$ cat config.mk
export PLATFORM = sky130hd
export DESIGN_NAME = sdvs_seq
export DESIGN_NICKNAME = d
export VERILOG_FILES = /design/src/rtl/sdvs_pkg.sv /design/src/rtl/sdvs_seq.sv
export SDC_FILE = /design/constraint.sdc
export NUM_CORES = 1
export LEC_CHECK = 0
export CORE_UTILIZATION = 60
export CTS_CLUSTER_DIAMETER = 200
export CTS_CLUSTER_SIZE = 30
export DETAILED_ROUTE_END_ITERATION = 10
export DONT_BUFFER_PORTS = 1
export HOLD_SLACK_MARGIN = 0.05
export PLACE_DENSITY_LB_ADDON = 0.3
export SLEW_MARGIN = 20
export SYNTH_ARGS = -nofsm -noshare
export SYNTH_HDL_FRONTEND = slang
export SYNTH_SLANG_ARGS = --single-unit
export TNS_END_PERCENT = 5
$ cat constraint.sdc
create_clock -name clk -period 6.7 [get_ports clk]
set_input_delay 1.34 -clock clk [delete_from_list [all_inputs] [get_ports clk]]
set_output_delay 1.34 -clock clk [all_outputs]
set_load 0.01 [all_outputs]
$ cat src/rtl/sdvs_pkg.sv
`timescale 1ns / 1ps
`default_nettype none

package sdvs_pkg;

  // Field and state widths
  localparam int VAL_W     = 8;
  localparam int TIME_W    = 32;
  localparam int FIX_W     = 32;
  localparam int CFG_W     = 16;
  localparam int CFG_IDX_W = 2;

  // Configuration register indexes
  localparam logic [CFG_IDX_W-1:0] CFG_DAMPING = 2'd0;
  localparam logic [CFG_IDX_W-1:0] CFG_FREQ    = 2'd1;
  localparam logic [CFG_IDX_W-1:0] CFG_MAX     = 2'd2;
  localparam logic [CFG_IDX_W-1:0] CFG_SETTLE  = 2'd3;

  // Configuration reset values
  localparam logic [CFG_W-1:0] DAMPING_RST = 16'd256;
  localparam logic [CFG_W-1:0] FREQ_RST    = 16'd2560;
  localparam logic [VAL_W-1:0] MAX_RST     = 8'd255;
  localparam logic [CFG_W-1:0] SETTLE_RST  = 16'd500;

  // Datapath widths
  localparam int MUL_W  = 33;
  localparam int PROD_W = 2 * MUL_W;
  localparam int SUM_W  = 60;
  localparam int K1_W   = 25;
  localparam int K2_W   = 24;
  localparam int DIV_W  = 64;
  localparam int QUO_W  = 54;
  localparam int DQ_W   = QUO_W + 1;
  localparam int WHOLE_W = 17;

  // Divide-by-1000 unit: long division in 16-bit digits. Each digit
  // quotient comes from a reciprocal multiply; the reciprocal is
  // ceil(2^36 / 1000), exact for every partial dividend below 2^26.
  localparam int DIVISOR   = 1000;
  localparam int DIV_HALF  = DIVISOR / 2;
  localparam int DIV_REM_W = $clog2(DIVISOR);
  localparam int DIG_W     = 16;
  localparam int N_DIG     = DIV_W / DIG_W;
  localparam int DIG_CNT_W = $clog2(N_DIG);
  localparam logic [DIG_CNT_W-1:0] DIG_LAST = DIG_CNT_W'(N_DIG - 1);
  localparam int PART_W    = DIV_REM_W + DIG_W;
  localparam int RECIP_SH  = PART_W + DIV_REM_W;
  localparam int RECIP_W   = RECIP_SH - DIV_REM_W + 1;
  localparam int SCALED_W  = PART_W + RECIP_W;
  localparam logic [RECIP_W-1:0] RECIP =
    RECIP_W'(((64'd1 << RECIP_SH) + 64'(DIVISOR) - 64'd1) / 64'(DIVISOR));

  // Microcode layout
  localparam int OP_W   = 5;
  localparam int COND_W = 3;
  localparam int PC_W   = 5;

  // Datapath operations
  localparam logic [OP_W-1:0] OP_NOP        = 5'd0;
  localparam logic [OP_W-1:0] OP_MUL_ZW     = 5'd1;
  localparam logic [OP_W-1:0] OP_MUL_WW     = 5'd2;
  localparam logic [OP_W-1:0] OP_MUL_K1V    = 5'd3;
  localparam logic [OP_W-1:0] OP_MUL_K2E    = 5'd4;
  localparam logic [OP_W-1:0] OP_SUM_SUB    = 5'd5;
  localparam logic [OP_W-1:0] OP_ACC        = 5'd6;
  localparam logic [OP_W-1:0] OP_MUL_ADT    = 5'd7;
  localparam logic [OP_W-1:0] OP_MUL_VDT    = 5'd8;
  localparam logic [OP_W-1:0] OP_DIV_START  = 5'd9;
  localparam logic [OP_W-1:0] OP_DQ_LOAD    = 5'd10;
  localparam logic [OP_W-1:0] OP_VEL_ADD    = 5'd11;
  localparam logic [OP_W-1:0] OP_POS_ADD    = 5'd12;
  localparam logic [OP_W-1:0] OP_CHK_CHG    = 5'd13;
  localparam logic [OP_W-1:0] OP_CHK_SETTLE = 5'd14;
  localparam logic [OP_W-1:0] OP_SHOW       = 5'd15;
  localparam logic [OP_W-1:0] OP_EMIT       = 5'd16;
  localparam logic [OP_W-1:0] OP_SET_TGT    = 5'd17;

  // Jump conditions
  localparam logic [COND_W-1:0] C_NEVER      = 3'd0;
  localparam logic [COND_W-1:0] C_ALWAYS     = 3'd1;
  localparam logic [COND_W-1:0] C_NO_ITEM    = 3'd2;
  localparam logic [COND_W-1:0] C_IS_TARGET  = 3'd3;
  localparam logic [COND_W-1:0] C_NOT_MOVING = 3'd4;
  localparam logic [COND_W-1:0] C_DT_LE1     = 3'd5;
  localparam logic [COND_W-1:0] C_DIV_BUSY   = 3'd6;
  localparam logic [COND_W-1:0] C_OUT_BUSY   = 3'd7;

  // One control word of the program
  typedef struct packed {
    logic [OP_W-1:0]   op;
    logic [COND_W-1:0] cond;
    logic [PC_W-1:0]   target;
  } uword_t;

  // Flags the datapath reports to the sequencer
  typedef struct packed {
    logic is_target;
    logic moving;
    logic dt_le1;
    logic out_busy;
  } dp_status_t;

  // Saturate a wide signed value to the signed 32-bit range.
  function automatic logic signed [FIX_W-1:0] sat32(input logic signed [63:0] x);
    logic signed [FIX_W-1:0] r;
    if (x > 64'sd2147483647) begin
      r = 32'sh7FFF_FFFF;
    end else if (x < -64'sd2147483648) begin
      r = 32'sh8000_0000;
    end else begin
      r = x[FIX_W-1:0];
    end
    return r;
  endfunction

  // Q16.16 position to integer, rounded half away from zero.
  function automatic logic signed [WHOLE_W-1:0] round_whole(input logic signed [FIX_W-1:0] p);
    logic [FIX_W:0] t;
    t = {p[FIX_W-1], p} + (p[FIX_W-1] ? 33'd32767 : 33'd32768);
    return t[FIX_W:16];
  endfunction

endpackage

`default_nettype wire

$ cat src/rtl/sdvs_seq.sv
`timescale 1ns / 1ps
`default_nettype none

module sdvs_seq (
  input  logic                     clk,
  input  logic                     rst,
  input  logic                     in_valid,
  input  logic                     div_busy,
  input  sdvs_pkg::dp_status_t     st,
  output logic [sdvs_pkg::OP_W-1:0] op,
  output logic                     idle
);
  import sdvs_pkg::*;

  // Jump targets in the program
  localparam logic [PC_W-1:0] L_IDLE    = 5'd0;
  localparam logic [PC_W-1:0] L_WAIT_V  = 5'd12;
  localparam logic [PC_W-1:0] L_WAIT_P  = 5'd17;
  localparam logic [PC_W-1:0] L_SHOW    = 5'd22;
  localparam logic [PC_W-1:0] L_EMIT    = 5'd23;
  localparam logic [PC_W-1:0] L_SET_TGT = 5'd25;

  logic [PC_W-1:0] pc;
  logic [PC_W-1:0] pc_next;
  uword_t          uw;
  logic            take;

  // Program store: one control word per step.
  function automatic uword_t rom(input logic [PC_W-1:0] a);
    uword_t w;
    unique case (a)
      5'd0:    w = '{OP_NOP,        C_NO_ITEM,    L_IDLE};
      5'd1:    w = '{OP_NOP,        C_IS_TARGET,  L_SET_TGT};
      5'd2:    w = '{OP_NOP,        C_NOT_MOVING, L_EMIT};
      5'd3:    w = '{OP_NOP,        C_DT_LE1,     L_SHOW};
      5'd4:    w = '{OP_MUL_ZW,     C_NEVER,      L_IDLE};
      5'd5:    w = '{OP_MUL_WW,     C_NEVER,      L_IDLE};
      5'd6:    w = '{OP_MUL_K1V,    C_NEVER,      L_IDLE};
      5'd7:    w = '{OP_MUL_K2E,    C_NEVER,      L_IDLE};
      5'd8:    w = '{OP_SUM_SUB,    C_NEVER,      L_IDLE};
      5'd9:    w = '{OP_ACC,        C_NEVER,      L_IDLE};
      5'd10:   w = '{OP_MUL_ADT,    C_NEVER,      L_IDLE};
      5'd11:   w = '{OP_DIV_START,  C_NEVER,      L_IDLE};
      5'd12:   w = '{OP_NOP,        C_DIV_BUSY,   L_WAIT_V};
      5'd13:   w = '{OP_DQ_LOAD,    C_NEVER,      L_IDLE};
      5'd14:   w = '{OP_VEL_ADD,    C_NEVER,      L_IDLE};
      5'd15:   w = '{OP_MUL_VDT,    C_NEVER,      L_IDLE};
      5'd16:   w = '{OP_DIV_START,  C_NEVER,      L_IDLE};
      5'd17:   w = '{OP_NOP,        C_DIV_BUSY,   L_WAIT_P};
      5'd18:   w = '{OP_DQ_LOAD,    C_NEVER,      L_IDLE};
      5'd19:   w = '{OP_POS_ADD,    C_NEVER,      L_IDLE};
      5'd20:   w = '{OP_CHK_CHG,    C_NEVER,      L_IDLE};
      5'd21:   w = '{OP_CHK_SETTLE, C_NEVER,      L_IDLE};
      5'd22:   w = '{OP_SHOW,       C_NEVER,      L_IDLE};
      5'd23:   w = '{OP_EMIT,       C_OUT_BUSY,   L_EMIT};
      5'd24:   w = '{OP_NOP,        C_ALWAYS,     L_IDLE};
      5'd25:   w = '{OP_SET_TGT,    C_ALWAYS,     L_EMIT};
      default: w = '{OP_NOP,        C_ALWAYS,     L_IDLE};
    endcase
    return w;
  endfunction

  assign uw   = rom(pc);
  assign op   = uw.op;
  assign idle = (pc == L_IDLE);

  // Select the jump condition of the current step.
  always_comb begin
    unique case (uw.cond)
      C_NEVER:      take = 1'b0;
      C_ALWAYS:     take = 1'b1;
      C_NO_ITEM:    take = !in_valid;
      C_IS_TARGET:  take = st.is_target;
      C_NOT_MOVING: take = !st.moving;
      C_DT_LE1:     take = st.dt_le1;
      C_DIV_BUSY:   take = div_busy;
      C_OUT_BUSY:   take = st.out_busy;
      default:      take = 1'b0;
    endcase
    pc_next = take ? uw.target : pc + PC_W'(1);
  end

  // Step counter
  always_ff @(posedge clk) begin
    if (rst) begin
      pc <= L_IDLE;
    end else begin
      pc <= pc_next;
    end
  end

endmodule

`default_nettype wire

==> flow_metrics.py <==
metrics = {
    "logic_synthesis": {
        "syn-cell-area_um2": 1050,
        "synth_compound_area_frac": 0.200,
        "yosysTopAreaCellShare": 0.344,
        "ys_ff_latch": 18,
        "async_flop_share": 0,
        "yosys.area.top_type": "dfxtp_1",
        "synth_commonest_cells": "dfxtp_1, ha_1, a21oi_1",
        "synthMuxAreaShare": 0.0502,
        "synth.most_common_cell": "dfxtp_1",
        "synth_cells": 111,
        "yosysSeqAreaShare": 0.344,
        "synth.distinct_cells": 37,
        "yosysWarnings": 0,
        "synth_xor_area_frac": 0.0335,
        "avgSynthCellArea_um2": 9.42,
        "synth_area_leaders": "dfxtp_1, ha_1, buf_6",
        "synth-edff-count": 0,
        "synth_top_family_by_area": "compound AO/OA/AOI/OAI gates",
        "yosys.area_share.simple": 0.154,
        "synth_fp_nets": 128,
        "synth-adder-area-share": 0.108,
        "synth_flop_cell": "dfxtp_1",
    },
    "floorplan": {
        "die_h_um": 43.8,
        "fp-row-count": 14,
        "die-area_um2": 1910,
        "die_x_um": 43.8,
        "core_um2": 1560,
        "start_util": 0.671,
        "ios": 14,
    },
    "grt": {
        "grt-ovfl-total": 0,
        "grt_max_degree": 13,
        "grt_usage": 0.216,
        "first_global_vias": 682,
        "grt_pass1_wl_mm": 3.01,
        "antenna_found_initial": 0,
    },
    "clock_network": {
        "cts_buffers": 3,
        "clkLatencyLatePin_ps": 280,
        "cts_sinks": 18,
        "ctsHtreeMaxLevel": 1,
        "clock_path_buffers": 2,
        "cts_tree": "yes",
        "hold_buffers": 0,
        "cts_root_buffer": "clkbuf_4",
        "postCtsResizedCells": 0,
        "postCtsSetupBuffers": 0,
        "cts.clk_slew.worst_paths_ps": 90,
    },
    "setup_path": {
        "path_class": "primary input to flip-flop",
        "ff2ff_path_depth": 10,
        "cp-start-kind": "primary input",
        "r2r-start": "uw[5]$_DFF_P_",
        "crit_path_end_kind": "flip-flop",
        "cp_max_fo": 7,
        "r2r_setup_slack_ps": 3770,
        "crit_arrival_ps": 3680,
        "rr_endpoint": "uw[2]$_DFF_P_",
        "worstPathRequired_ps": 6870,
    },
    "routing": {
        "dr_total_vias": 763,
        "ant_nets": 0,
        "first_pass_iters": 7,
        "drc": 1,
        "vias_per_cell": 6.31,
        "first_iter_violations": 43,
        "wl_mm": 1.88,
        "wl_per_cell_um": 15.5,
    },
    "placement": {
        "gp_congestion": 0.946,
        "dpl_cell_area_um2": 983,
        "hpwl_mm": 1.41,
        "numPortBuffers": 0,
    },
    "power_and_ir_drop": {
        "clockPowerShare": 0.096,
        "switching_share": 0.452,
        "internal_power_w": 0.000287,
        "p_per_area_nw_per_um2": 519,
        "vdd_drop_max_mv": 0.253,
        "combinationalPowerShare": 0.566,
        "p_leak_nw": 0.457,
        "power.switching_w": 0.000236,
        "sequentialPowerShare": 0.338,
    },
    "layout": {
        "drive_gt1_frac": 0.105,
        "design_area_um2": 1010,
        "nNetsFinal": 124,
        "n_antenna_cell": 0,
        "syn_to_final_growth_pct": -3.83,
    },
    "timing": {
        "finalHoldViolCount": 0,
        "fin_setup_tns_ps": 0,
        "fin_crit_ps": 3510,
        "slew_viol_final": 0,
        "clock.fmax_ghz": 0.285,
        "rsz0062_at_grt": "false",
        "setup-violations-final": 0,
        "relSlewSlack": 0.602,
        "tightestPinTransition_ps": 589,
        "finalHoldWorstSlack_ps": 510,
        "finalClockSkew_ps": 0.751,
        "fin_crit_sh": 0.523,
    },
    "worst_hold_path": {
        "holdPathEnd": "pc[0]$_SDFF_PP0_",
        "hold_start": "uw[0]$_DFF_P_",
        "hold_class": "flip-flop to flip-flop",
        "holdPathStages": 2,
    },
    "job": {
        "cap_violations": 0,
    },
    "outcome": {
        "violations": "design-rule violations",
        "status": "finished, violations left",
    },
}
routing by layer:
layer | up-vias | wire length (µm) | track usage
met5 | - | 0 | 0
met4 | 0 | 44 | 0.0938
met3 | 7 | 124 | 0.0458
met2 | 31 | 896 | 0.352
met1 | 351 | 810 | 0.275
li1 | 374 | - | -
metrics by stage:
stage               instances   util  power (W)  setup slack, ps
floorplan                 111      -   0.000444             3150
global placement          118  0.631   0.000462             2950
detailed placement        118  0.631   0.000467             2900
CTS                       121  0.645   0.000519             3180
global route              121  0.645   0.000564             3010
finish                    121  0.645   0.000523             3190
final cells by class:
type | instances | area, µm²
clock buffers | 3 | 22.5
fillers | 130 | 553
flip-flops and latches | 18 | 360
multi-input cells | 76 | 571
well taps | 16 | 20.0
inverters | 8 | 32.5
power groups by stage:
stage	sequential (W)	clock, W	combinational, W
finish	0.000177	0.0000502	0.000296
global route	0.000182	0.0000567	0.000326
CTS	0.000177	0.0000512	0.000291
detailed placement	0.000180	0	0.000287
global placement	0.000178	0	0.000284
floorplan	0.000169	0	0.000275
logic make-up after synthesis:
kind of cell / count (synthesis)
AO/OA/AOI/OAI: 29
flip-flops: 18
adder cells (fa/ha/maj): 9
multiplexers: 5
buffers and inverters: 17
AND/OR/NAND/NOR: 29
XOR/XNOR: 4
sequential cells by signal, indices dropped and copies added (netlist names):
| name | count |
|---|---|
| pc | 5 |
| uw | 13 |
placed cells by master, fill, tap and decap left out, types with 2 or more instances in the layout:
cell type	n
mux2i_1	3
clkbuf_4	3
nand2b_1	2
o32ai_1	2
xnor2_1	2
inv_1	7
o211ai_1	2
mux2_2	2
a21oi_1	8
a21o_1	3
nand2_2	2
dfxtp_1	18
o21ai_0	3
a211o_1	2
nand3_1	2
or3b_1	2
xor2_1	2
nor2_1	7
nor4b_1	2
ha_1	9
nor3_1	2
nand2_1	6
worst max-delay path: stages:
cell	delay [ps]
nand2b_1	120
a311oi_1	420
and2_1	300
mux2i_1	120
nor2_1	370
inv_1	160
ha_1	260
nand2_1	110
o32ai_2	100
or3b_1	380
worst max path at each step:
stage / from / end / cells after the start
2_1_floorplan: st[3] / uw[2]$_DFF_P_ / 11
3_3_place_gp: st[3] / uw[6]$_DFF_P_ / 10
3_5_place_dp: st[1] / uw[2]$_DFF_P_ / 10
4_1_cts: st[1] / uw[2]$_DFF_P_ / 10
5_1_grt: st[1] / uw[2]$_DFF_P_ / 10
6_report: st[1] / uw[2]$_DFF_P_ / 10
Power figures use the tool's default switching activity.
