## src/rtl/sdvs_pkg.sv

```systemverilog
`timescale 1ns / 1ps
`default_nettype none

package sdvs_pkg;

  // Field and state widths
  localparam int VAL_W     = 8;
  localparam int TIME_W    = 32;
  localparam int FIX_W     = 32;
  localparam int CFG_W     = 16;
  localparam int CFG_IDX_W = 2;

  // Configuration register indexes
  localparam logic [CFG_IDX_W-1:0] CFG_DAMPING = 2'd0;
  localparam logic [CFG_IDX_W-1:0] CFG_FREQ    = 2'd1;
  localparam logic [CFG_IDX_W-1:0] CFG_MAX     = 2'd2;
  localparam logic [CFG_IDX_W-1:0] CFG_SETTLE  = 2'd3;

  // Configuration reset values
  localparam logic [CFG_W-1:0] DAMPING_RST = 16'd256;
  localparam logic [CFG_W-1:0] FREQ_RST    = 16'd2560;
  localparam logic [VAL_W-1:0] MAX_RST     = 8'd255;
  localparam logic [CFG_W-1:0] SETTLE_RST  = 16'd500;

  // Datapath widths
  localparam int MUL_W  = 33;
  localparam int PROD_W = 2 * MUL_W;
  localparam int SUM_W  = 60;
  localparam int K1_W   = 25;
  localparam int K2_W   = 24;
  localparam int DIV_W  = 64;
  localparam int QUO_W  = 54;
  localparam int DQ_W   = QUO_W + 1;
  localparam int WHOLE_W = 17;

  // Divide-by-1000 unit: long division in 16-bit digits. Each digit
  // quotient comes from a reciprocal multiply; the reciprocal is
  // ceil(2^36 / 1000), exact for every partial dividend below 2^26.
  localparam int DIVISOR   = 1000;
  localparam int DIV_HALF  = DIVISOR / 2;
  localparam int DIV_REM_W = $clog2(DIVISOR);
  localparam int DIG_W     = 16;
  localparam int N_DIG     = DIV_W / DIG_W;
  localparam int DIG_CNT_W = $clog2(N_DIG);
  localparam logic [DIG_CNT_W-1:0] DIG_LAST = DIG_CNT_W'(N_DIG - 1);
  localparam int PART_W    = DIV_REM_W + DIG_W;
  localparam int RECIP_SH  = PART_W + DIV_REM_W;
  localparam int RECIP_W   = RECIP_SH - DIV_REM_W + 1;
  localparam int SCALED_W  = PART_W + RECIP_W;
  localparam logic [RECIP_W-1:0] RECIP =
    RECIP_W'(((64'd1 << RECIP_SH) + 64'(DIVISOR) - 64'd1) / 64'(DIVISOR));

  // Microcode layout
  localparam int OP_W   = 5;
  localparam int COND_W = 3;
  localparam int PC_W   = 5;

  // Datapath operations
  localparam logic [OP_W-1:0] OP_NOP        = 5'd0;
  localparam logic [OP_W-1:0] OP_MUL_ZW     = 5'd1;
  localparam logic [OP_W-1:0] OP_MUL_WW     = 5'd2;
  localparam logic [OP_W-1:0] OP_MUL_K1V    = 5'd3;
  localparam logic [OP_W-1:0] OP_MUL_K2E    = 5'd4;
  localparam logic [OP_W-1:0] OP_SUM_SUB    = 5'd5;
  localparam logic [OP_W-1:0] OP_ACC        = 5'd6;
  localparam logic [OP_W-1:0] OP_MUL_ADT    = 5'd7;
  localparam logic [OP_W-1:0] OP_MUL_VDT    = 5'd8;
  localparam logic [OP_W-1:0] OP_DIV_START  = 5'd9;
  localparam logic [OP_W-1:0] OP_DQ_LOAD    = 5'd10;
  localparam logic [OP_W-1:0] OP_VEL_ADD    = 5'd11;
  localparam logic [OP_W-1:0] OP_POS_ADD    = 5'd12;
  localparam logic [OP_W-1:0] OP_CHK_CHG    = 5'd13;
  localparam logic [OP_W-1:0] OP_CHK_SETTLE = 5'd14;
  localparam logic [OP_W-1:0] OP_SHOW       = 5'd15;
  localparam logic [OP_W-1:0] OP_EMIT       = 5'd16;
  localparam logic [OP_W-1:0] OP_SET_TGT    = 5'd17;

  // Jump conditions
  localparam logic [COND_W-1:0] C_NEVER      = 3'd0;
  localparam logic [COND_W-1:0] C_ALWAYS     = 3'd1;
  localparam logic [COND_W-1:0] C_NO_ITEM    = 3'd2;
  localparam logic [COND_W-1:0] C_IS_TARGET  = 3'd3;
  localparam logic [COND_W-1:0] C_NOT_MOVING = 3'd4;
  localparam logic [COND_W-1:0] C_DT_LE1     = 3'd5;
  localparam logic [COND_W-1:0] C_DIV_BUSY   = 3'd6;
  localparam logic [COND_W-1:0] C_OUT_BUSY   = 3'd7;

  // One control word of the program
  typedef struct packed {
    logic [OP_W-1:0]   op;
    logic [COND_W-1:0] cond;
    logic [PC_W-1:0]   target;
  } uword_t;

  // Flags the datapath reports to the sequencer
  typedef struct packed {
    logic is_target;
    logic moving;
    logic dt_le1;
    logic out_busy;
  } dp_status_t;

  // Saturate a wide signed value to the signed 32-bit range.
  function automatic logic signed [FIX_W-1:0] sat32(input logic signed [63:0] x);
    logic signed [FIX_W-1:0] r;
    if (x > 64'sd2147483647) begin
      r = 32'sh7FFF_FFFF;
    end else if (x < -64'sd2147483648) begin
      r = 32'sh8000_0000;
    end else begin
      r = x[FIX_W-1:0];
    end
    return r;
  endfunction

  // Q16.16 position to integer, rounded half away from zero.
  function automatic logic signed [WHOLE_W-1:0] round_whole(input logic signed [FIX_W-1:0] p);
    logic [FIX_W:0] t;
    t = {p[FIX_W-1], p} + (p[FIX_W-1] ? 33'd32767 : 33'd32768);
    return t[FIX_W:16];
  endfunction

endpackage

`default_nettype wire

```

## src/rtl/sdvs_div.sv

```systemverilog
`timescale 1ns / 1ps
`default_nettype none

module sdvs_div (
  input  logic                           clk,
  input  logic                           rst,
  input  logic                           start,
  input  logic [sdvs_pkg::DIV_W-1:0]     dividend,
  output logic                           busy,
  output logic [sdvs_pkg::QUO_W-1:0]     quotient
);
  import sdvs_pkg::*;

  logic [DIV_W-1:0]     num;
  logic [DIV_REM_W-1:0] rem;
  logic [DIG_CNT_W-1:0] cnt;
  logic                 phase;
  logic [DIG_W-1:0]     qd;
  logic [PART_W-1:0]    part;
  logic [SCALED_W-1:0]  scaled;
  logic [PART_W-1:0]    back;

  // Partial dividend: the remainder so far followed by the next digit.
  assign part   = {rem, num[DIV_W-1 -: DIG_W]};
  assign scaled = {{RECIP_W{1'b0}}, part} * {{PART_W{1'b0}}, RECIP};
  assign back   = part - PART_W'(qd) * PART_W'(DIVISOR);

  assign quotient = num[QUO_W-1:0];

  // Control: for each digit, the digit quotient first, then the remainder.
  always_ff @(posedge clk) begin
    if (rst) begin
      busy  <= 1'b0;
      phase <= 1'b0;
      cnt   <= '0;
    end else if (start) begin
      busy  <= 1'b1;
      phase <= 1'b0;
      cnt   <= '0;
    end else if (busy) begin
      phase <= !phase;
      if (phase) begin
        cnt <= cnt + DIG_CNT_W'(1);
        if (cnt == DIG_LAST) begin
          busy <= 1'b0;
        end
      end
    end
  end

  // Digit quotient, partial remainder and dividend/quotient shift register.
  always_ff @(posedge clk) begin
    if (start) begin
      num <= dividend;
      rem <= '0;
    end else if (busy) begin
      if (!phase) begin
        qd <= scaled[RECIP_SH +: DIG_W];
      end else begin
        num <= {num[DIV_W-DIG_W-1:0], qd};
        rem <= back[DIV_REM_W-1:0];
      end
    end
  end

endmodule

`default_nettype wire

```

## config.mk

```make
export PLATFORM = sky130hd
export DESIGN_NAME = sdvs_div
export DESIGN_NICKNAME = d
export VERILOG_FILES = /design/src/rtl/sdvs_pkg.sv /design/src/rtl/sdvs_div.sv
export SDC_FILE = /design/constraint.sdc
export NUM_CORES = 1
export LEC_CHECK = 0
export BUFFER_PORTS_ARGS = -buffer_cell sky130_fd_sc_hd__buf_2
export CORE_ASPECT_RATIO = 1.2
export CORE_MARGIN = 1
export CORE_UTILIZATION = 25
export CTS_BUF_LIST = sky130_fd_sc_hd__clkbuf_8
export DETAILED_ROUTE_END_ITERATION = 10
export PLACE_DENSITY = 0.48
export REMOVE_ABC_BUFFERS = 1
export SLEW_MARGIN = 20
export SYNTH_ARGS = -nofsm -noshare
export SYNTH_HDL_FRONTEND = slang
export SYNTH_SLANG_ARGS = --single-unit
```

## constraint.sdc

```tcl
create_clock -name clk -period 7.3 [get_ports clk]
set_input_delay 0.365 -clock clk [delete_from_list [all_inputs] [get_ports clk]]
set_output_delay 0.365 -clock clk [all_outputs]
set_load 0.02 [all_outputs]
```

==> run metrics, run 1 <==
antenna violations before repair 0; syn avg cell area 10.56 µm²; via-per-instance ratio roughly 4.3; Root Buffer clkbuf_8; global routing's busiest layer met2; met2 Track Usage GR 0.2516; vias in the first global route 10620; htree depth 3; CTS Hold Buffers Added 0; total gr overflow 0; via count between 9000 and 10000; Worst EP required approximately 7.5 ns; met3 Use GR 0.01032; PortBufs ~120; total track usage 0.1381; number of fill cells 6371; die area 0.06124 mm²; critical path class reg2reg; Post-synth top flop edfxtp_1; Syn Inst Count 1427; GR Util met1 0.1686; clock skew 0.02615 ns; Slew @ Worst Pin ~0.95 ns; TritonRoute pass-1 iters 5; DRT iter0 DRCs just over 400; DRC violations left 0; sequential area share after synthesis 0.1781; core area about 0.06 mm²; Critical path buffers and inverters 4; setup bufs post-CTS 0; footprint of the multi-input gates 0.01042 mm²; Seq cells post-synth 94; CP peak stage delay 0.62 ns; warnings from Yosys 0; clk sinks 94; layout cell share with drive strength beyond 1 0.1532; CP max FO 9; Seq. cell area 0.002683 mm²; CP Launch Type flip-flop; CP Capture Type flip-flop; Top cell by count, worst path fa_1; P&R area growth vs syn 9.959%; Initial Utilization 0.2528; number of enable flip-flop cells after synthesis 80; diodes inserted 0; first-pass GRT wire length 63080 µm; Num CTS Buffers 9; crit path cell chain inv_1, ha_1, fa_1, inv_1, fa_1, fa_1, fa_1, fa_1, inv_1, fa_1, inv_1, ha_1, a21oi_1, o21ai_0, o21ai_0, nand2_1, a221o_1, nor3_2, nor2_1, o311ai_2; Final Hold Fails 0; WL/cell between 15 and 20 µm; max-cap violations 0; run status finished, final reports clean; CTS tree done; Die Ht 270.9 µm; critical path's slowest cell edfxtp_1; CP top delay family adder cells; Std-Cell Rows 98; Max Clk Rate 147.5 MHz; Clk pin slew, worst setup/hold paths between 0.1 and 0.15 ns; Tcrit/Tclk final 0.9286; Max transition margin 0.3686; Worst EP arrival 6.98 ns; nets@finish 2078; Post-Route WL 41140 µm; synthesized area 0.01506 mm²; clock tree buffer depth 2; Slew Limit Fails 0; setup violators final 0; HPWL Detailed roughly 36000 µm; Clk Latency, worst-skew pair 0.40 ns; post-cts sizing count 0; Sum Neg Setup Slack 0 ns; post-synthesis cell type count 55; Post-synth ARST share 0; IO Count around 120; largest net degree at the start of global routing 65; die width 226.1 µm; Antenna Violating Nets Remaining 0; GP Congestion 0.9251; crit path time final 6.779 ns; Worst Hold Class in2reg; RSZ-0062 raised after global routing false
routing by layer:
layer  part of all wire  up-vias  wire [µm]
met1               0.42     4987      17230
met3              0.017       54        686
met2               0.53      157      21840
met5                  0        -          0
li1                   -     4671          -
met4              0.034        0       1391
cell usage in the layout, fill, tap and decap left out, types with 4 or more instances in the layout:
master	instances
inv_1	401
ha_1	286
fa_1	216
buf_2	120
edfxtp_1	80
mux2_2	62
a21oi_1	52
nand2_1	45
nor2_1	23
xnor2_1	23
buf_4	22
o21ai_0	21
a21o_1	18
dfxtp_1	14
nor3_1	10
a211oi_1	10
clkbuf_8	9
nand4_1	8
xor2_1	8
nand3_1	7
a31oi_1	7
o21bai_1	5
or3_1	5
nor2b_1	5
o21a_1	4
nand2b_1	4
worst paths after layout:
check | slack, ns | from | endpoint | cells after the start
max | 0.52 | num[63] | qd[10] | 20
min | 0.18 | rst | phase | 2
max reg2reg | 0.52 | num[63] | qd[10] | 20
min reg2reg | 0.54 | cnt[1] | cnt[1] | 2
state kept, by name, indices dropped and copies added (netlist names):
name	flops
busy	1
num	64
phase	1
rem	10
qd	16
cnt	2
cell usage after synthesis, types with 2 or more instances:
| master | number | area, µm² |
|---|---|---|
| inv_1 | 401 | 1505 |
| ha_1 | 286 | 3578 |
| fa_1 | 216 | 4324 |
| edfxtp_1 | 80 | 2402 |
| mux2_2 | 62 | 698.2 |
| buf_4 | 54 | 405.4 |
| a21oi_1 | 52 | 260.3 |
| nand2_1 | 45 | 168.9 |
| nor2_1 | 23 | 86.33 |
| xnor2_1 | 23 | 201.4 |
| o21ai_0 | 21 | 105.1 |
| a21o_1 | 18 | 135.1 |
| clkbuf_1 | 16 | 60.06 |
| dfxtp_1 | 14 | 280.3 |
| a211oi_1 | 10 | 75.07 |
| nor3_1 | 10 | 50.05 |
| nand4_1 | 8 | 50.05 |
| xor2_1 | 8 | 70.07 |
| a31oi_1 | 7 | 43.79 |
| nand3_1 | 7 | 35.03 |
| nand2b_1 | 5 | 31.28 |
| nor2b_1 | 5 | 31.28 |
| o21bai_1 | 5 | 37.54 |
| or3_1 | 5 | 31.28 |
| o21a_1 | 4 | 30.03 |
| o211ai_1 | 3 | 22.52 |
| o31ai_1 | 3 | 22.52 |
| o41ai_1 | 3 | 26.28 |
| a311oi_1 | 2 | 17.52 |
| a41oi_1 | 2 | 17.52 |
| and2_1 | 2 | 12.51 |
| and3_1 | 2 | 12.51 |
| and4_1 | 2 | 17.52 |
| or2_2 | 2 | 12.51 |
logic make-up (layout without fill, tap and decap cells):
logic type,Yosys count,after routing,share of synthesized area
AO/OA/AOI/OAI,142,142,0.06138
XOR/XNOR,31,31,0.01802
multiplexers,63,63,0.04701
adder cells (fa/ha/maj),502,502,0.5246
buffers and inverters,472,559,0.1311
AND/OR/NAND/NOR,123,123,0.03979
flip-flops,94,94,0.1781
metrics by stage:
| step | setup slack (ns) | cells | hold WS (ns) | utilization | instance area (µm²) |
|---|---|---|---|---|---|
| after global routing | 0.08897 | 2314 | 0.1658 | 0.2779 | 16560 |
| after detailed placement | 0.5501 | 2298 | 0.5394 | 0.2748 | 16370 |
| after CTS | 0.5110 | 2314 | 0.1464 | 0.2779 | 16560 |
| after floorplan | 1.335 | 1356 | 0.4341 | - | 14590 |
| after global placement | 0.5274 | 2298 | 0.5180 | 0.2748 | 16370 |
| final | 0.5212 | 2314 | 0.1753 | 0.2779 | 16560 |
final cells by class:
class / count / share of cell area
flip-flops and latches: 94 / 0.1620
clock buffers: 9 / 0.007478
repair buffers: 142 / 0.04623
well taps: 800 / 0.06043
clock inverters: 7 / 0.004004
multi-input cells: 861 / 0.6290
inverters: 401 / 0.09087
Power of run 1 is not shown: default switching activity piles up to over one toggle a cycle in this logic, so the estimate is an artifact.
==> run 2: changes to the inputs <==
CORE_ASPECT_RATIO = 1.5   (was 1.2)
==> run 2 against run 1 <==
Design area up 0.39%. Register-to-register slack got worse by 0.25 ns. Core utilization is 0.30 points higher. Flip-flop and latch count is the same. Count of clock-buffer cells in the layout unchanged. Largest cell class unchanged. First-iteration DRC count is 18% lower. Clock skew rose by 0.0014 ns. Via count grew 0.50%. Final cell count decreased by 0.52%.
==> run metrics, run 2 (synthesis results as in run 1) <==
footprint of the multi-input gates ~0.010 mm²; hold path depth 2; GP Congestion 0.8979; first-pass GRT wire length ~65000 µm; CP Capture Type flip-flop; antenna violations before repair 1; HPWL Detailed 37290 µm; critical path class reg2reg; Initial Utilization 0.2545; Sum Neg Setup Slack 0 ns; DRT iter0 DRCs between 300 and 400; die width 202.4 µm; CP Launch Type flip-flop; Max transition margin 0.3674; Worst EP arrival 7.19 ns; Final WS setup ~0.27 ns; core area roughly 0.059 mm²; Post-Route WL between 40000 and 50000 µm; total track usage 0.1431; WL/cell 18.33 µm; clock skew 0.02752 ns; Slew @ Worst Pin 0.9488 ns; via-per-instance ratio 4.308; Tcrit/Tclk final 0.9631; Clk pin slew, worst setup/hold paths 0.13 ns; largest register by flop count num; Std-Cell Rows 109; run status finished, final reports clean; Worst Hold Class in2reg; Slew Limit Fails 0; nets@finish 2088; met2 wire length 24410 µm; crit path cell chain inv_1, ha_1, fa_1, fa_1, fa_1, inv_1, fa_1, fa_1, inv_1, fa_1, inv_1, ha_1, nand4_1, nor3_1, nand3_1, a21oi_1, o2bb2ai_2, o41ai_1, a41oi_1, xnor2_1; Met3 Wirelength ~730 µm; PortBufs 121; top layer in use met4; IO Count about 120; CP top delay family adder cells; htree depth 3; max-cap violations 0; Num CTS Buffers 9; post-cts sizing count 0; clk sinks 94; layout cell share with drive strength beyond 1 0.1581; non-filler cells in the finished layout 2302; crit path time final ~7 ns; largest net degree at the start of global routing 65; WP depth 20; CP max FO 8; most frequent cells in the layout inv_1 (402), ha_1 (286), fa_1 (216); P&R area growth vs syn 10.38%; DRC violations left 0; die area between 0.06 and 0.07 mm²; Max Clk Rate 142.2 MHz; Final Core Density 0.2809; vias in the first global route 11040; CP peak stage delay 0.80 ns; R2R Setup Slk 0.27 ns; Final Hold Fails 0; CTS Hold Buffers Added 0; number of instances in the placed design 2282; cell count of the worst reg-to-reg path 20; setup bufs post-CTS 0; critical path's slowest cell edfxtp_1; Die Ht slightly above 300 µm; most common cell after layout, fill and taps aside inv_1; Met1 Wirelength 15640 µm; setup violators final 0; Top Registers num: 64 flops, qd: 16 flops, rem: 10 flops; Top cell by count, worst path fa_1; Root Buffer clkbuf_8; dpl ws 0.1418 ns; Antenna Violating Nets Remaining 0; number of fill cells 6334; Worst EP required 7.46 ns; via count 9918; Critical path buffers and inverters 4; TritonRoute pass-1 iters 5; max reg flops 64; Seq. cell area approximately 0.0027 mm²; RSZ-0062 raised after global routing false; Clk Latency, worst-skew pair about 0.41 ns; total gr overflow 0; clock tree buffer depth 2; CTS tree done
[run 2: changes by cell type in the layout (fill, tap and decap cells not counted)]
cell       before  now
buf_4          22   32
bufinv_16       0    1
clkinv_2        1    0
clkinv_4        1    0
clkinv_8        1    0
diode_2         0    1
inv_1         401  402
inv_8           1    2
[run 2: layer usage]
metal,GRT usage,vias up
met4,0.04744,0
met3,0.01020,49
met1,0.1515,4988
met5,0,-
li1,-,4700
met2,0.2924,181
[run 2: layout make-up]
type                       instances  area share
clock inverter                     7    0.004891
sequential                        94      0.1613
clock buffer                       9    0.007450
antenna                            1   0.0001505
timing repair buffer             152     0.05057
inverter                         401     0.09053
tap                              777     0.05847
multi-input combinational        861      0.6266
[run 2: final timing paths]
check | from | endpoint
setup reg to reg | num[57] | qd[13]
hold / removal | rst | busy
setup / recovery | num[57] | qd[13]
hold reg to reg | cnt[1] | cnt[1]
[run 2: metrics by stage]
stage,hold slack [ns],area (µm²)
after CTS,0.1377,16600
after global routing,0.1493,16630
after floorplan,0.4341,14590
after detailed placement,0.5219,16400
final,0.1749,16630
after global placement,0.5143,16400
Power of run 2 is left out for the same reason.
==> run 3: changes to the inputs <==
CORE_ASPECT_RATIO = not set   (was 1.5)
CTS_BUF_LIST = sky130_fd_sc_hd__clkbuf_8 sky130_fd_sc_hd__clkbuf_16   (was sky130_fd_sc_hd__clkbuf_8)
SLEW_MARGIN = not set   (was 20)
==> run 3 against run 2 <==
The run now ends with design-rule violations left. Fmax is 1.2% higher. Sequential share of layout area hardly changed. First-iteration DRC count rose by 26%. Worst hold slack improved by 0.015 ns. Critical path depth up 1. Critical endpoint is now qd[15]. Setup slack improved by 0.086 ns.
==> run metrics, run 3 (synthesis results as in run 1) <==
number of fill cells 6288; Worst EP arrival 7.08 ns; RSZ-0062 raised after global routing false; most frequent cells in the layout inv_1 (401), ha_1 (286), fa_1 (216); total gr overflow 0; setup bufs post-CTS 0; post-cts sizing count 0; CP peak stage delay approximately 0.69 ns; Crit Reg-Reg Startpoint rem[4]; Max Clk Rate 144.0 MHz; setup violators final 0; violated checks design-rule violations; WL/cell 17.68 µm; DRC violations left 2; worst hold start rst; CTS Hold Buffers Added 0; dpl ws 0.4701 ns; critical path class reg2reg; Final WS setup 0.3552 ns; Initial Utilization 0.2543; Slew Limit Fails 0; most common cell after layout, fill and taps aside inv_1; Final Hold Fails 0; first-pass GRT wire length 62400 µm; Top Registers num: 64 flops, qd: 16 flops, rem: 10 flops; CP max FO 6; cell count of the worst reg-to-reg path 21; Sum Neg Setup Slack 0 ns; via count 9806; total track usage 0.1366; Top cell by count, worst path fa_1; R2R Setup Slk ~0.36 ns; Antenna Violating Nets Remaining 0; CP Capture Type flip-flop; footprint of the multi-input gates 0.01043 mm²; die width between 200 and 250 µm; P&R area growth vs syn 10.48%; Final Core Density 0.2809; Num CTS Buffers 9; Clk pin slew, worst setup/hold paths 0.09 ns; Root Buffer clkbuf_16; GP Congestion 0.8660; CTS tree done; Slew @ Worst Pin 0.9501 ns; max reg flops 64; TritonRoute pass-1 iters 9; Worst EP required 7.44 ns; Max transition margin 0.3659; DRT iter0 DRCs between 400 and 500; Post-Route WL 40400 µm; hold path depth 2; die area slightly above 0.06 mm²; antenna violations before repair 1; HPWL Detailed between 30000 and 40000 µm; IO Count 122; core area 0.05924 mm²; Tcrit/Tclk final 0.9513; Seq. cell area 0.002683 mm²; clock skew 0.01817 ns; vias in the first global route between 10000 and 15000; CP Launch Type flip-flop; max-cap violations 0; Min-Delay Endpoint cnt[0]; Worst Hold Class in2reg; Die Ht 247.5 µm; RR Endpoint qd[15]; run status finished with violations; layout cell share with drive strength beyond 1 0.1521; nets@finish 2076; htree depth 3; Clk Latency, worst-skew pair 0.38 ns; critical path's slowest cell nor4_1; via-per-instance ratio between 4 and 5; PortBufs 121; clk sinks 94; largest net degree at the start of global routing 65; largest register by flop count num; crit path time final 6.945 ns; clock tree buffer depth 2; diodes inserted 0; Std-Cell Rows 89; crit path cell chain buf_4, ha_1, inv_1, fa_1, fa_1, inv_1, fa_1, fa_1, inv_1, fa_1, inv_1, fa_1, ha_1, and3_1, a211oi_1, o21ba_2, nor4_1, o31ai_1, nand4_1, a31oi_1, xnor2_1
## run 3: cell type report
class / instances / share of cell area
clock inverter: 7 / 0.005188
clock buffer: 9 / 0.01353
tap: 773 / 0.05812
multi-input combinational: 861 / 0.6264
inverter: 401 / 0.09044
timing repair buffer: 140 / 0.04511
sequential: 94 / 0.1612
## run 3: worst max path at each step
stage	to	start	slack [ns]
after floorplan	qd[13]	num[60]	1.33
after global placement	qd[15]	rem[2]	0.51
after detailed placement	qd[13]	rem[2]	0.47
after CTS	qd[15]	rem[2]	0.45
after global routing	qd[13]	rem[1]	0.17
final	qd[15]	rem[4]	0.36
## run 3: worst max-delay path: cells and delay by family, from the launching register on
family	cells	cell delay [ns]
adder cells (fa/ha/maj)	8	3.54
AND/OR/NAND/NOR	3	1.17
AO/OA/AOI/OAI	4	0.77
flip-flops	1	0.59
buffers and inverters	5	0.51
XOR/XNOR	1	0.15
## run 3: layer usage
metal	wire length, µm	share of wire	track usage	vias to the layer above
met2	19840	0.49	0.2300	131
met3	1390	0.034	0.01546	18
met5	0	0	0	-
li1	-	-	-	4667
met4	282	0.0070	0.01696	0
met1	18890	0.47	0.1919	4990
## run 3: through the flow
stage	std cells	instance area, µm²	hold slack, ns
6_report	2285	16640	0.1898
2_1_floorplan	1356	14590	0.4341
4_1_cts	2285	16640	0.1767
5_1_grt	2285	16640	0.1916
3_5_place_dp	2269	16330	0.5348
3_3_place_gp	2269	16330	0.5127
Power of run 3 is left out for the same reason.
